`src/gpba_pkg.sv`:
```
// ----------------------------------------------------------------------------
// gpba_pkg
// Shared types and codes for the grouped pool block allocator.
// ----------------------------------------------------------------------------
package gpba_pkg;

    localparam logic [1:0] STATUS_OK      = 2'd0;
    localparam logic [1:0] STATUS_NOSPACE = 2'd1;
    localparam logic [1:0] STATUS_INVALID = 2'd2;

    localparam logic MODE_ALLOC = 1'b0;
    localparam logic MODE_FREE  = 1'b1;

    typedef enum logic [3:0] {
        ST_IDLE,
        ST_SCAN,
        ST_FIND_IDLE,
        ST_LINK,
        ST_ALLOC_RD,
        ST_ALLOC_WR,
        ST_FREE_CHK,
        ST_FREE_WR,
        ST_ORD_FIND,
        ST_ORD_SHIFT,
        ST_ORD_PUT,
        ST_DONE
    } state_t;

    // what to do with the group order list once the item work is finished
    typedef enum logic [1:0] {
        ORD_NONE,
        ORD_TO_TAIL,
        ORD_TO_HEAD,
        ORD_DROP
    } ord_op_t;

endpackage

```
`src/gpba_ram.sv`:
```
// ----------------------------------------------------------------------------
// gpba_ram
// Generic single-port-write, single-port-read RAM with registered read.
// ----------------------------------------------------------------------------
module gpba_ram #(
    parameter int WIDTH = 8,
    parameter int DEPTH = 16
) (
    input  logic                     aclk,
    input  logic                     we,
    input  logic [$clog2(DEPTH)-1:0] waddr,
    input  logic [WIDTH-1:0]         wdata,
    input  logic [$clog2(DEPTH)-1:0] raddr,
    output logic [WIDTH-1:0]         rdata
);

    logic [WIDTH-1:0] mem [DEPTH];

    always_ff @(posedge aclk) begin
        if (we) begin
            mem[waddr] <= wdata;
        end
        rdata <= mem[raddr];
    end

endmodule

```
`src/grouped_pool_block_allocator.sv`:
```
// ----------------------------------------------------------------------------
// grouped_pool_block_allocator
// Fixed-size block allocator over groups of items with LIFO free lists.
// ----------------------------------------------------------------------------
// One transfer in, one transfer out; the block is busy in between. An
// allocation walks the group order list one entry a cycle, and when a fresh
// group is opened it searches for the lowest idle slot one a cycle and links
// its ITEMS_PER_GROUP items one a cycle through the link RAM write port; then
// a RAM read, a write and, when the group fills up, a move of the group to
// the tail. A free checks the handle, writes the link RAM and moves its group
// to the head of the order list, or drops the group from the list when its
// last item is freed and reclaim is enabled.
// Item next-links and allocated flags sit in RAMs; a group's flags are cleared
// while it is linked, so there is no clearing pass after reset.
module grouped_pool_block_allocator #(
    parameter int GROUP_SLOTS     = 8,
    parameter int ITEMS_PER_GROUP = 16
) (
    input  logic        aclk,
    input  logic        aresetn,
    input  logic        s_tvalid,
    output logic        s_tready,
    input  logic [7:0]  s_tdata,       // [6:0] handle_in
    input  logic        s_tuser,       // [0] mode
    output logic        m_tvalid,
    input  logic        m_tready,
    output logic [23:0] m_tdata,       // [1:0] status, [8:2] handle_out, [16:9] blocks_in_use
    input  logic        cfg_valid,
    output logic        cfg_ready,
    input  logic        cfg_data       // reclaim_enable
);

    localparam int SW = (GROUP_SLOTS > 1) ? $clog2(GROUP_SLOTS) : 1;
    localparam int IW = $clog2(ITEMS_PER_GROUP);
    localparam int POOL = GROUP_SLOTS * ITEMS_PER_GROUP;
    localparam int PW = $clog2(POOL);
    localparam int CW = $clog2(ITEMS_PER_GROUP + 1);
    localparam int AW = $clog2(GROUP_SLOTS + 1);

    gpba_pkg::state_t state_reg, state_next;
    gpba_pkg::ord_op_t ord_reg, ord_next;

    logic                  reclaim_reg, reclaim_next;
    logic [GROUP_SLOTS-1:0] active_reg, active_next;
    logic [CW-1:0]         used_reg [GROUP_SLOTS];
    logic [CW-1:0]         used_next [GROUP_SLOTS];
    logic [IW-1:0]         head_reg [GROUP_SLOTS];
    logic [IW-1:0]         head_next [GROUP_SLOTS];
    logic [SW-1:0]         order_reg [GROUP_SLOTS];
    logic [SW-1:0]         order_next [GROUP_SLOTS];
    logic [AW-1:0]         acount_reg, acount_next;
    logic [7:0]            total_reg, total_next;

    logic [6:0]            hin_reg, hin_next;
    logic [SW-1:0]         slot_reg, slot_next;
    logic [IW-1:0]         item_reg, item_next;
    logic [AW-1:0]         pos_reg, pos_next;
    logic [1:0]            status_reg, status_next;
    logic [6:0]            hout_reg, hout_next;

    // link RAM
    logic          ram_we;
    logic [PW-1:0] ram_waddr, ram_raddr;
    logic [IW-1:0] ram_wdata, ram_rdata;

    // allocated-flag RAM, shares the write address with the link RAM
    logic          flag_we;
    logic          flag_wdata;
    logic          flag_rdata;
    logic [PW-1:0] flag_raddr;

    gpba_ram #(.WIDTH(IW), .DEPTH(POOL)) u_link_ram (
        .aclk  (aclk),
        .we    (ram_we),
        .waddr (ram_waddr),
        .wdata (ram_wdata),
        .raddr (ram_raddr),
        .rdata (ram_rdata)
    );

    gpba_ram #(.WIDTH(1), .DEPTH(POOL)) u_flag_ram (
        .aclk  (aclk),
        .we    (flag_we),
        .waddr (ram_waddr),
        .wdata (flag_wdata),
        .raddr (flag_raddr),
        .rdata (flag_rdata)
    );

    logic [PW-1:0] cur_h;
    logic [6:0]    hin_slot_wide;
    logic [SW-1:0] pos_sel;
    logic [SW-1:0] ord_at_pos;

    assign cur_h = PW'(slot_reg) * PW'(ITEMS_PER_GROUP) + PW'(item_reg);
    assign hin_slot_wide = hin_reg >> IW;
    assign pos_sel = pos_reg[SW-1:0];
    assign ord_at_pos = order_reg[pos_sel];

    assign s_tready  = (state_reg == gpba_pkg::ST_IDLE);
    assign cfg_ready = (state_reg == gpba_pkg::ST_IDLE);
    assign m_tvalid  = (state_reg == gpba_pkg::ST_DONE);
    assign m_tdata   = {7'd0, total_reg, hout_reg, status_reg};

    always_ff @(posedge aclk) begin
        if (!aresetn) begin
            state_reg   <= gpba_pkg::ST_IDLE;
            reclaim_reg <= 1'b1;
            active_reg  <= '0;
            acount_reg  <= '0;
            total_reg   <= '0;
            for (int g = 0; g < GROUP_SLOTS; g++) begin
                used_reg[g] <= '0;
            end
        end else begin
            state_reg   <= state_next;
            reclaim_reg <= reclaim_next;
            active_reg  <= active_next;
            acount_reg  <= acount_next;
            total_reg   <= total_next;
            used_reg    <= used_next;
        end
        head_reg   <= head_next;
        order_reg  <= order_next;
        ord_reg    <= ord_next;
        hin_reg    <= hin_next;
        slot_reg   <= slot_next;
        item_reg   <= item_next;
        pos_reg    <= pos_next;
        status_reg <= status_next;
        hout_reg   <= hout_next;
    end

    always_comb begin
        state_next   = state_reg;
        reclaim_next = reclaim_reg;
        active_next  = active_reg;
        used_next    = used_reg;
        head_next    = head_reg;
        order_next   = order_reg;
        acount_next  = acount_reg;
        total_next   = total_reg;
        ord_next     = ord_reg;
        hin_next     = hin_reg;
        slot_next    = slot_reg;
        item_next    = item_reg;
        pos_next     = pos_reg;
        status_next  = status_reg;
        hout_next    = hout_reg;
        ram_we       = 1'b0;
        ram_waddr    = cur_h;
        ram_wdata    = '0;
        ram_raddr    = cur_h;
        flag_we      = 1'b0;
        flag_wdata   = 1'b0;
        flag_raddr   = hin_reg[PW-1:0];

        case (state_reg)
            gpba_pkg::ST_IDLE: begin
                // flag of the incoming handle is ready in the check state
                flag_raddr = s_tdata[PW-1:0];
                if (cfg_valid) begin
                    reclaim_next = cfg_data;
                end
                if (s_tvalid) begin
                    hin_next    = s_tdata[6:0];
                    pos_next    = '0;
                    hout_next   = '0;
                    status_next = gpba_pkg::STATUS_OK;
                    ord_next    = gpba_pkg::ORD_NONE;
                    state_next  = (s_tuser == gpba_pkg::MODE_FREE) ?
                                  gpba_pkg::ST_FREE_CHK : gpba_pkg::ST_SCAN;
                end
            end

            // one order entry per cycle
            gpba_pkg::ST_SCAN: begin
                if (pos_reg >= acount_reg) begin
                    pos_next   = '0;
                    state_next = gpba_pkg::ST_FIND_IDLE;
                end else if (used_reg[ord_at_pos] < CW'(ITEMS_PER_GROUP)) begin
                    slot_next  = ord_at_pos;
                    item_next  = head_reg[ord_at_pos];
                    state_next = gpba_pkg::ST_ALLOC_RD;
                end else begin
                    pos_next = pos_reg + 1'b1;
                end
            end

            // one slot per cycle, lowest idle first
            gpba_pkg::ST_FIND_IDLE: begin
                if (pos_reg >= AW'(GROUP_SLOTS)) begin
                    status_next = gpba_pkg::STATUS_NOSPACE;
                    state_next  = gpba_pkg::ST_DONE;
                end else if (!active_reg[pos_sel]) begin
                    slot_next   = pos_sel;
                    item_next   = '0;
                    active_next[pos_sel] = 1'b1;
                    used_next[pos_sel]   = '0;
                    head_next[pos_sel]   = '0;
                    // push at head
                    for (int g = 1; g < GROUP_SLOTS; g++) begin
                        order_next[g] = order_reg[g-1];
                    end
                    order_next[0] = pos_sel;
                    acount_next   = acount_reg + 1'b1;
                    state_next    = gpba_pkg::ST_LINK;
                end else begin
                    pos_next = pos_reg + 1'b1;
                end
            end

            gpba_pkg::ST_LINK: begin
                ram_we    = 1'b1;
                ram_wdata = (item_reg == IW'(ITEMS_PER_GROUP - 1)) ? '0 : item_reg + 1'b1;
                flag_we   = 1'b1;
                if (item_reg == IW'(ITEMS_PER_GROUP - 1)) begin
                    item_next  = '0;
                    state_next = gpba_pkg::ST_ALLOC_RD;
                end else begin
                    item_next = item_reg + 1'b1;
                end
            end

            // RAM read issued here, data valid next cycle
            gpba_pkg::ST_ALLOC_RD: begin
                state_next = gpba_pkg::ST_ALLOC_WR;
            end

            gpba_pkg::ST_ALLOC_WR: begin
                head_next[slot_reg] = ram_rdata;
                flag_we             = 1'b1;
                flag_wdata          = 1'b1;
                used_next[slot_reg] = used_reg[slot_reg] + 1'b1;
                total_next          = total_reg + 1'b1;
                hout_next           = 7'(cur_h);
                pos_next            = '0;
                if (used_reg[slot_reg] == CW'(ITEMS_PER_GROUP - 1) &&
                        order_reg[SW'(acount_reg - 1'b1)] != slot_reg) begin
                    ord_next   = gpba_pkg::ORD_TO_TAIL;
                    state_next = gpba_pkg::ST_ORD_FIND;
                end else begin
                    state_next = gpba_pkg::ST_DONE;
                end
            end

            gpba_pkg::ST_FREE_CHK: begin
                slot_next = hin_slot_wide[SW-1:0];
                item_next = hin_reg[IW-1:0];
                if (hin_slot_wide >= 7'(GROUP_SLOTS) ||
                        !active_reg[hin_slot_wide[SW-1:0]] ||
                        !flag_rdata) begin
                    status_next = gpba_pkg::STATUS_INVALID;
                    state_next  = gpba_pkg::ST_DONE;
                end else begin
                    state_next = gpba_pkg::ST_FREE_WR;
                end
            end

            gpba_pkg::ST_FREE_WR: begin
                ram_we              = 1'b1;
                ram_wdata           = head_reg[slot_reg];
                head_next[slot_reg] = item_reg;
                flag_we             = 1'b1;
                used_next[slot_reg] = used_reg[slot_reg] - 1'b1;
                total_next          = total_reg - 1'b1;
                pos_next            = '0;
                if (used_reg[slot_reg] == CW'(1) && reclaim_reg) begin
                    active_next[slot_reg] = 1'b0;
                    ord_next   = gpba_pkg::ORD_DROP;
                    state_next = gpba_pkg::ST_ORD_FIND;
                end else if (order_reg[0] != slot_reg) begin
                    ord_next   = gpba_pkg::ORD_TO_HEAD;
                    state_next = gpba_pkg::ST_ORD_FIND;
                end else begin
                    state_next = gpba_pkg::ST_DONE;
                end
            end

            gpba_pkg::ST_ORD_FIND: begin
                if (pos_reg >= acount_reg) begin
                    state_next = gpba_pkg::ST_DONE;
                end else if (ord_at_pos == slot_reg) begin
                    state_next = gpba_pkg::ST_ORD_SHIFT;
                end else begin
                    pos_next = pos_reg + 1'b1;
                end
            end

            // close the gap one entry per cycle
            gpba_pkg::ST_ORD_SHIFT: begin
                if (pos_reg + 1'b1 >= acount_reg) begin
                    acount_next = acount_reg - 1'b1;
                    pos_next    = acount_reg - 1'b1;
                    state_next  = (ord_reg == gpba_pkg::ORD_DROP) ?
                                  gpba_pkg::ST_DONE : gpba_pkg::ST_ORD_PUT;
                end else begin
                    order_next[pos_sel] = order_reg[SW'(pos_reg + 1'b1)];
                    pos_next = pos_reg + 1'b1;
                end
            end

            gpba_pkg::ST_ORD_PUT: begin
                if (ord_reg == gpba_pkg::ORD_TO_TAIL) begin
                    order_next[pos_sel] = slot_reg;
                    acount_next = acount_reg + 1'b1;
                    state_next  = gpba_pkg::ST_DONE;
                end else if (pos_reg == '0) begin
                    order_next[0] = slot_reg;
                    acount_next   = acount_reg + 1'b1;
                    state_next    = gpba_pkg::ST_DONE;
                end else begin
                    order_next[pos_sel] = order_reg[SW'(pos_reg - 1'b1)];
                    pos_next = pos_reg - 1'b1;
                end
            end

            gpba_pkg::ST_DONE: begin
                if (m_tready) begin
                    state_next = gpba_pkg::ST_IDLE;
                end
            end

            default: begin
                state_next = gpba_pkg::ST_IDLE;
            end
        endcase
    end

endmodule

```
`config.mk`:
```
export PLATFORM = sky130hd
export DESIGN_NAME = grouped_pool_block_allocator
export DESIGN_NICKNAME = d
export VERILOG_FILES = /design/src/gpba_pkg.sv /design/src/gpba_ram.sv /design/src/grouped_pool_block_allocator.sv
export SDC_FILE = /design/constraint.sdc
export NUM_CORES = 1
export LEC_CHECK = 0
export BUFFER_PORTS_ARGS = -buffer_cell sky130_fd_sc_hd__buf_4
export CORE_MARGIN = 2
export CORE_UTILIZATION = 35
export CTS_CLUSTER_DIAMETER = 100
export DETAILED_ROUTE_END_ITERATION = 16
export PLACE_DENSITY = 0.57
export SYNTH_ARGS = -nofsm -noshare
export SYNTH_HDL_FRONTEND = slang
export SYNTH_HIERARCHICAL = 1
export SYNTH_SLANG_ARGS = --single-unit
```
`constraint.sdc`:
```
create_clock -name aclk -period 8.5 [get_ports aclk]
set_input_delay 1.7 -clock aclk [delete_from_list [all_inputs] [get_ports aclk]]
set_output_delay 1.7 -clock aclk [all_outputs]
set_load 0.05 [all_outputs]
```
# == After elaboration in Yosys (flattened, before gate mapping) ==
# Memory sizes are Yosys's and may differ from the RTL's. A register that Yosys moved wholly into a read port is not among the register bits.
# Cells that the tools add are included.
# totals
reg_bits,150
latchBits,0
mem_bits_rw,640
mem_bits_ro,0
inputBits,15
out_inout_bits,27
word_cells,295
n_memories,2
# memory_table
memory,depth,width,rd,rd_clocked_by_memory_dff,wr,line,source
u_link_ram.mem,128,4,1,1,1,gpba_ram.sv:17,logic [WIDTH-1:0] mem [DEPTH];
u_flag_ram.mem,128,1,1,1,1,gpba_ram.sv:17,
# classes
n_addsub,10
multipliers,0
div_mod_pow,0
magnitude_cmp,18
eq_ne,44
shifts,0
n_mux,133
bitwise_logic,13
n_reduce_logical,39
# op_table
op,n
$mux W4,39
$pmux W40 S3,1
$mux W24,4
$pmux W32 S3,1
$bwmux W40,2
$mux W40,2
$bwmux W24,3
$pmux W24 S3,1
$bwmux W32,2
$mux W32,2
$pmux W4 S12,1
$mux W3,15
$and A40 B40 Y40,1
$not A40 Y40,1
$bmux W3 S3,4
$ne A2 B2 Y1 const B,17
$and A32 B32 Y32,1
$not A32 Y32,1
$pmux W8 S2,2
$bmux W5 S3,2
$demux W5 S3,2
$mux W5,6
$ge A4 B4 Y1 const B,7
$pmux W4 S7,1
other kinds (61),139

# == Depth between registers and ports, before layout ==
# logic_depth
ltp_word,12
ltp_mapped,15
mapped_depth_nobuf,11

# == Modules after synthesis ==
# Netlist, hierarchy kept.
# modules_own_cells
mod,n_inst,cells_per_inst,area_per_inst_um2,seq_area_each_um2
gpba_ram at u_link_ram,1,908,20193.1,15454.8
grouped_pool_block_allocator,1,1169,10532.6,3853.7
gpba_ram at u_flag_ram,1,395,5719.2,3863.7

# == Worst setup path after synthesis ==
# Ideal clock, no wire load.
# synth_path
kind,reg-to-reg
start,register slot_reg[1]
end,"memory u_link_ram/mem[0][1] (netlist bit), data pin"
setup_time_ns,1.197
arrival_time_ns,7.136
required_time_ns,7.303
path_slack_ns,0.167
path_stages_with_launch,9
path_buffers,4
synth_period_minus_slack_ns,8.333
path_cell_list,edfxtp_1 -> buf_4 -> buf_6 -> buf_2 -> buf_2 -> nor3_1 -> a22oi_1 -> and3_1 -> o21ai_0
# synth_between
elab_chain_len,5
# synth_rtl
item,line,source
"start, declared",grouped_pool_block_allocator.sv:55,"logic [SW-1:0] slot_reg, slot_next;"
"start signal, assigned",grouped_pool_block_allocator.sv:127,slot_reg <= slot_next;
$not A3 Y4 (implied by the code),grouped_pool_block_allocator.sv:262,ram_wdata = head_reg[slot_reg];
$bmux W4 S3,grouped_pool_block_allocator.sv:262,
$mux W4 (implied by the code) (2 in series),grouped_pool_block_allocator.sv:262,
$pmux W4 S2,grouped_pool_block_allocator.sv:158,case (state_reg)
net ram_wdata[1],grouped_pool_block_allocator.sv:64,"logic [IW-1:0] ram_wdata, ram_rdata;"
"end, declared",gpba_ram.sv:17,
# The timed path passes the listed nets, and every way through them passes these cells. The select of a mux whose other input is x is not followed.

# == Final worst setup path ==
# layout_path
start,register state_reg[1]
end,register total_reg[7]
# layout_between
elab_chain_len,2
elab_cells_between_ends,4
cone_classes,2 x eq/ne; 1 x mux; 1 x reduce/logical
# layout_rtl
item,line,source
"start, declared",grouped_pool_block_allocator.sv:40,"gpba_pkg::state_t state_reg, state_next;"
"start signal, assigned",grouped_pool_block_allocator.sv:107,state_reg <= gpba_pkg::ST_IDLE;
"start signal, assigned",grouped_pool_block_allocator.sv:116,state_reg <= state_next;
$eq A4 B3 Y1,grouped_pool_block_allocator.sv:158,
$pmux W8 S2 / $reduce_bool A2 Y1 (equally long branches),-,
"end signal, assigned",grouped_pool_block_allocator.sv:120,total_reg <= total_next;
"end, declared",grouped_pool_block_allocator.sv:52,"logic [7:0] total_reg, total_next;"
# Parallel ways exist; a longest one is shown, timed or not.
# A chain may end at the register's enable or synchronous reset.

==> results.yml <==
route:
  detail_route.first_pass.iterations: 8
  detail_route.wirelength_mm: 93.3
  detail_route.iter0.violations: 2495
  drt.antenna.violating_nets: 0
  detailed_route_drc_error_count: 0
  detail_route.wl_per_cell_um: 23.7
  viasPerCell: 5.67
  dr_total_vias: 22298
setup_path:
  critical_path.cell_chain: "nor2b_1 > nand3_1 > buf_4 > inv_1 > buf_4 > ha_1 > a21o_1 > a21oi_1 > o21ai_0 > a2111oi_0 > nor4_1 > or4_1 > a21boi_0"
  max_stage_delay_ns: 0.74
  worstPathRequired_ns: 9.08
  critical_path_depth: 13
  crit_path_max_fo: 23
  critical_path_class: "reg -> reg"
  critical_path_endpoint_category: "flop"
  critical_path_buf_inv_count: 3
  critical_path.startpoint_type: "flop"
  worst-r2r-cell-count: 13
  critPathSlowestCell: "sky130_fd_sc_hd__dfxtp_1"
  timing.critical_path.mode_cell: "sky130_fd_sc_hd__buf_4"
  crit_family: "compound AO/OA/AOI/OAI gates"
  cp_data_arrival_time_ns: 5.03
status:
  run_status: "complete, no violations"
worst_hold_path:
  class_of_the_most_critical_hold_timing_path: "reg -> reg"
  min_path_cells: 2
synthesis:
  synth.ff_latch_count: 795
  synth_largest_type_area_fraction_pct: 59.7
  syn_area_per_cell_um2: 14.7
  synth_cell_type_count: 83
  synth_sequential_area_ratio_pct: 63.6
  synthesis.yosys.warnings: 6
  synthArstFlopShare_pct: 0
  synthCells: 2472
  synth_edf_count: 725
  synthTopCellsByArea: "sky130_fd_sc_hd__edfxtp_1, sky130_fd_sc_hd__mux4_2, sky130_fd_sc_hd__dfxtp_1, sky130_fd_sc_hd__nor2_1, sky130_fd_sc_hd__mux2i_1"
  post_synthesis_instance_area_mm2: 0.0364
  synth_area_leader_cell: "sky130_fd_sc_hd__edfxtp_1"
  synthFlopType: "sky130_fd_sc_hd__edfxtp_1"
global_route:
  grt_pass1_wl_mm: 141
  track_usage_pct: 17.2
  overflow: 0
  via_count_of_the_first_global_routing_pass: 22401
  maximum_number_of_pins_on_one_net_before_global_route_repair: 124
  initial_antenna_violation_count: 1
clocking:
  cts_hold_buf: 0
  cts_inserted_buffers: 86
  cts-resized-gates: 0
  cts.repair_timing.setup_buffer_count: 0
  clock_tree_from_tritoncts: "built"
  htreeDepth: 3
  clock_input_transition_at_the_sequential_cells_of_the_worst_setup_and_hold_paths_ns: 0.06
  clock-sinks: 795
  clock_tree.buffer_depth: 3
  worst_skew_pair.late_latency_ns: 0.66
  ctsRootBufferMaster: "sky130_fd_sc_hd__clkbuf_16"
die:
  die_h_um: 327
  fp.coreArea_mm2: 0.103
  initial_core_utilization_pct: 35.3
  floorplan.io_pins: 42
  placement_rows: 118
  die_width_um: 327
  dieArea_mm2: 0.107
timing:
  postLayoutSetupSlackWorst_ns: 4.05
  max_slew.worst_pin.slew_ns: 1.23
  final_hold_viol_count: 0
  final_max_slew_viol_count: 0
  grt_setup_unrepaired: "false"
  highest_clock_rate_mhz: 225
  timing.setup.tns_ns: 0
  relative_slew_margins_pct: 18.0
  period_needed_ns: 4.45
  clock_tree_skew_after_final_layout_ns: 0.0254
  timing.final.setup_violations: 0
  post_route_clock_period_utilization_pct: 52.3
flow_run:
  max_cap_violations: 0
final_layout:
  finish.utilization_pct: 39.6
  area_growth_syn_to_layout_pct: 12.2
  final-instance-count-excl-fill: 3931
  largest_register_ffs: 512
  drive_above_1_share_pct: 18.9
  most-common-layout-cells: "sky130_fd_sc_hd__edfxtp_1, sky130_fd_sc_hd__nor2_1, sky130_fd_sc_hd__mux4_2"
  nets: 2516
  n_antenna_cell: 0
  final_common_cell: "sky130_fd_sc_hd__edfxtp_1"
power_and_ir_drop:
  cellPowerDensity_mw_per_mm2: 321
  power_leakage_nw: 12.6
  report.power.total_mw: 13.1
  ir_drop_mv: 0.373
place:
  place.detailed.instances: 3769
  hpwlAfterDp_mm: 58.0
  place.port_buffers: 33
  pre_cts_slack_ns: 4.06
  gp_congestion: 0.846
-- metal layers --
metal  wire [um]  global-route usage [%]  up-vias
met5           0                       0        -
met4        2580                    5.35        0
met3        5890                    2.71      170
met2       45800                    28.7      939
met1       39000                    23.1    11477
li1            -                       -     9712
-- worst min-delay path: cells and delay by family, from the launching register on --
family	cells	cell delay (ns)
simple gates	1	0.04
compound gates	1	0.06
flops	1	0.32
-- final cells by class --
type | count | area [um^2]
Timing Repair Buffer | 78 | 611
Clock inverter | 48 | 453
Tap cell | 1380 | 1730
Multi-Input combinational cell | 1487 | 12500
Sequential cell | 795 | 23200
Clock buffer | 114 | 2350
Fill cell | 9557 | 62500
Inverter | 29 | 110
-- cells by family (layout without fill, tap and decap cells) --
logic type	Yosys count	after routing	share of synthesized area, %
buffers and inverters	196	269	2.43
other	1	7	0.0103
xor gates and xnor gates	26	26	0.625
adders and majority gates	24	24	0.845
and+or+nand+nor	722	722	8.87
AOI/OAI and AO/OA	394	394	7.15
muxes	314	314	16.5
DFF	795	795	63.6
-- stage by stage --
stage | hold slack (ns) | area (um^2)
after global routing | 0.490 | 40900
after floorplan | 0.433 | 36500
final | 0.469 | 40900
after CTS | 0.466 | 40900
after global placement | 0.453 | 38100
after detailed placement | 0.458 | 38100
-- power breakdown --
group	internal, mW	switching [mW]	total (mW)
Combinational	1.67	2.88	4.55
Clock	2.14	1.56	3.70
Sequential	4.61	0.257	4.87
-- synth_stat cells (10+ instances only) --
cell type / count
sky130_fd_sc_hd__or2_2: 12
sky130_fd_sc_hd__dfxtp_1: 70
sky130_fd_sc_hd__mux2_2: 15
sky130_fd_sc_hd__nand3_1: 47
sky130_fd_sc_hd__a31oi_1: 13
sky130_fd_sc_hd__buf_2: 28
sky130_fd_sc_hd__clkbuf_1: 98
sky130_fd_sc_hd__nand4_1: 14
sky130_fd_sc_hd__nor2_1: 319
sky130_fd_sc_hd__a22oi_1: 33
sky130_fd_sc_hd__buf_1: 15
sky130_fd_sc_hd__and2_1: 18
sky130_fd_sc_hd__nor2b_1: 52
sky130_fd_sc_hd__nand2_1: 178
sky130_fd_sc_hd__xnor2_1: 20
sky130_fd_sc_hd__mux2i_1: 73
sky130_fd_sc_hd__ha_1: 23
sky130_fd_sc_hd__o221ai_1: 23
sky130_fd_sc_hd__a21oi_1: 125
sky130_fd_sc_hd__o31ai_1: 10
sky130_fd_sc_hd__mux4_2: 216
sky130_fd_sc_hd__buf_4: 20
sky130_fd_sc_hd__edfxtp_1: 725
sky130_fd_sc_hd__inv_1: 26
sky130_fd_sc_hd__nor3_1: 30
sky130_fd_sc_hd__o21ai_0: 81
-- worst paths after layout --
path,from,endpoint,slack (ns)
max,state_reg[1],total_reg[7],4.05
min,used_reg[28],used_reg[28],0.47
max reg2reg,state_reg[1],total_reg[7],4.05
min reg2reg,used_reg[28],used_reg[28],0.47
Note: power is estimated with default switching activity, not from simulation.
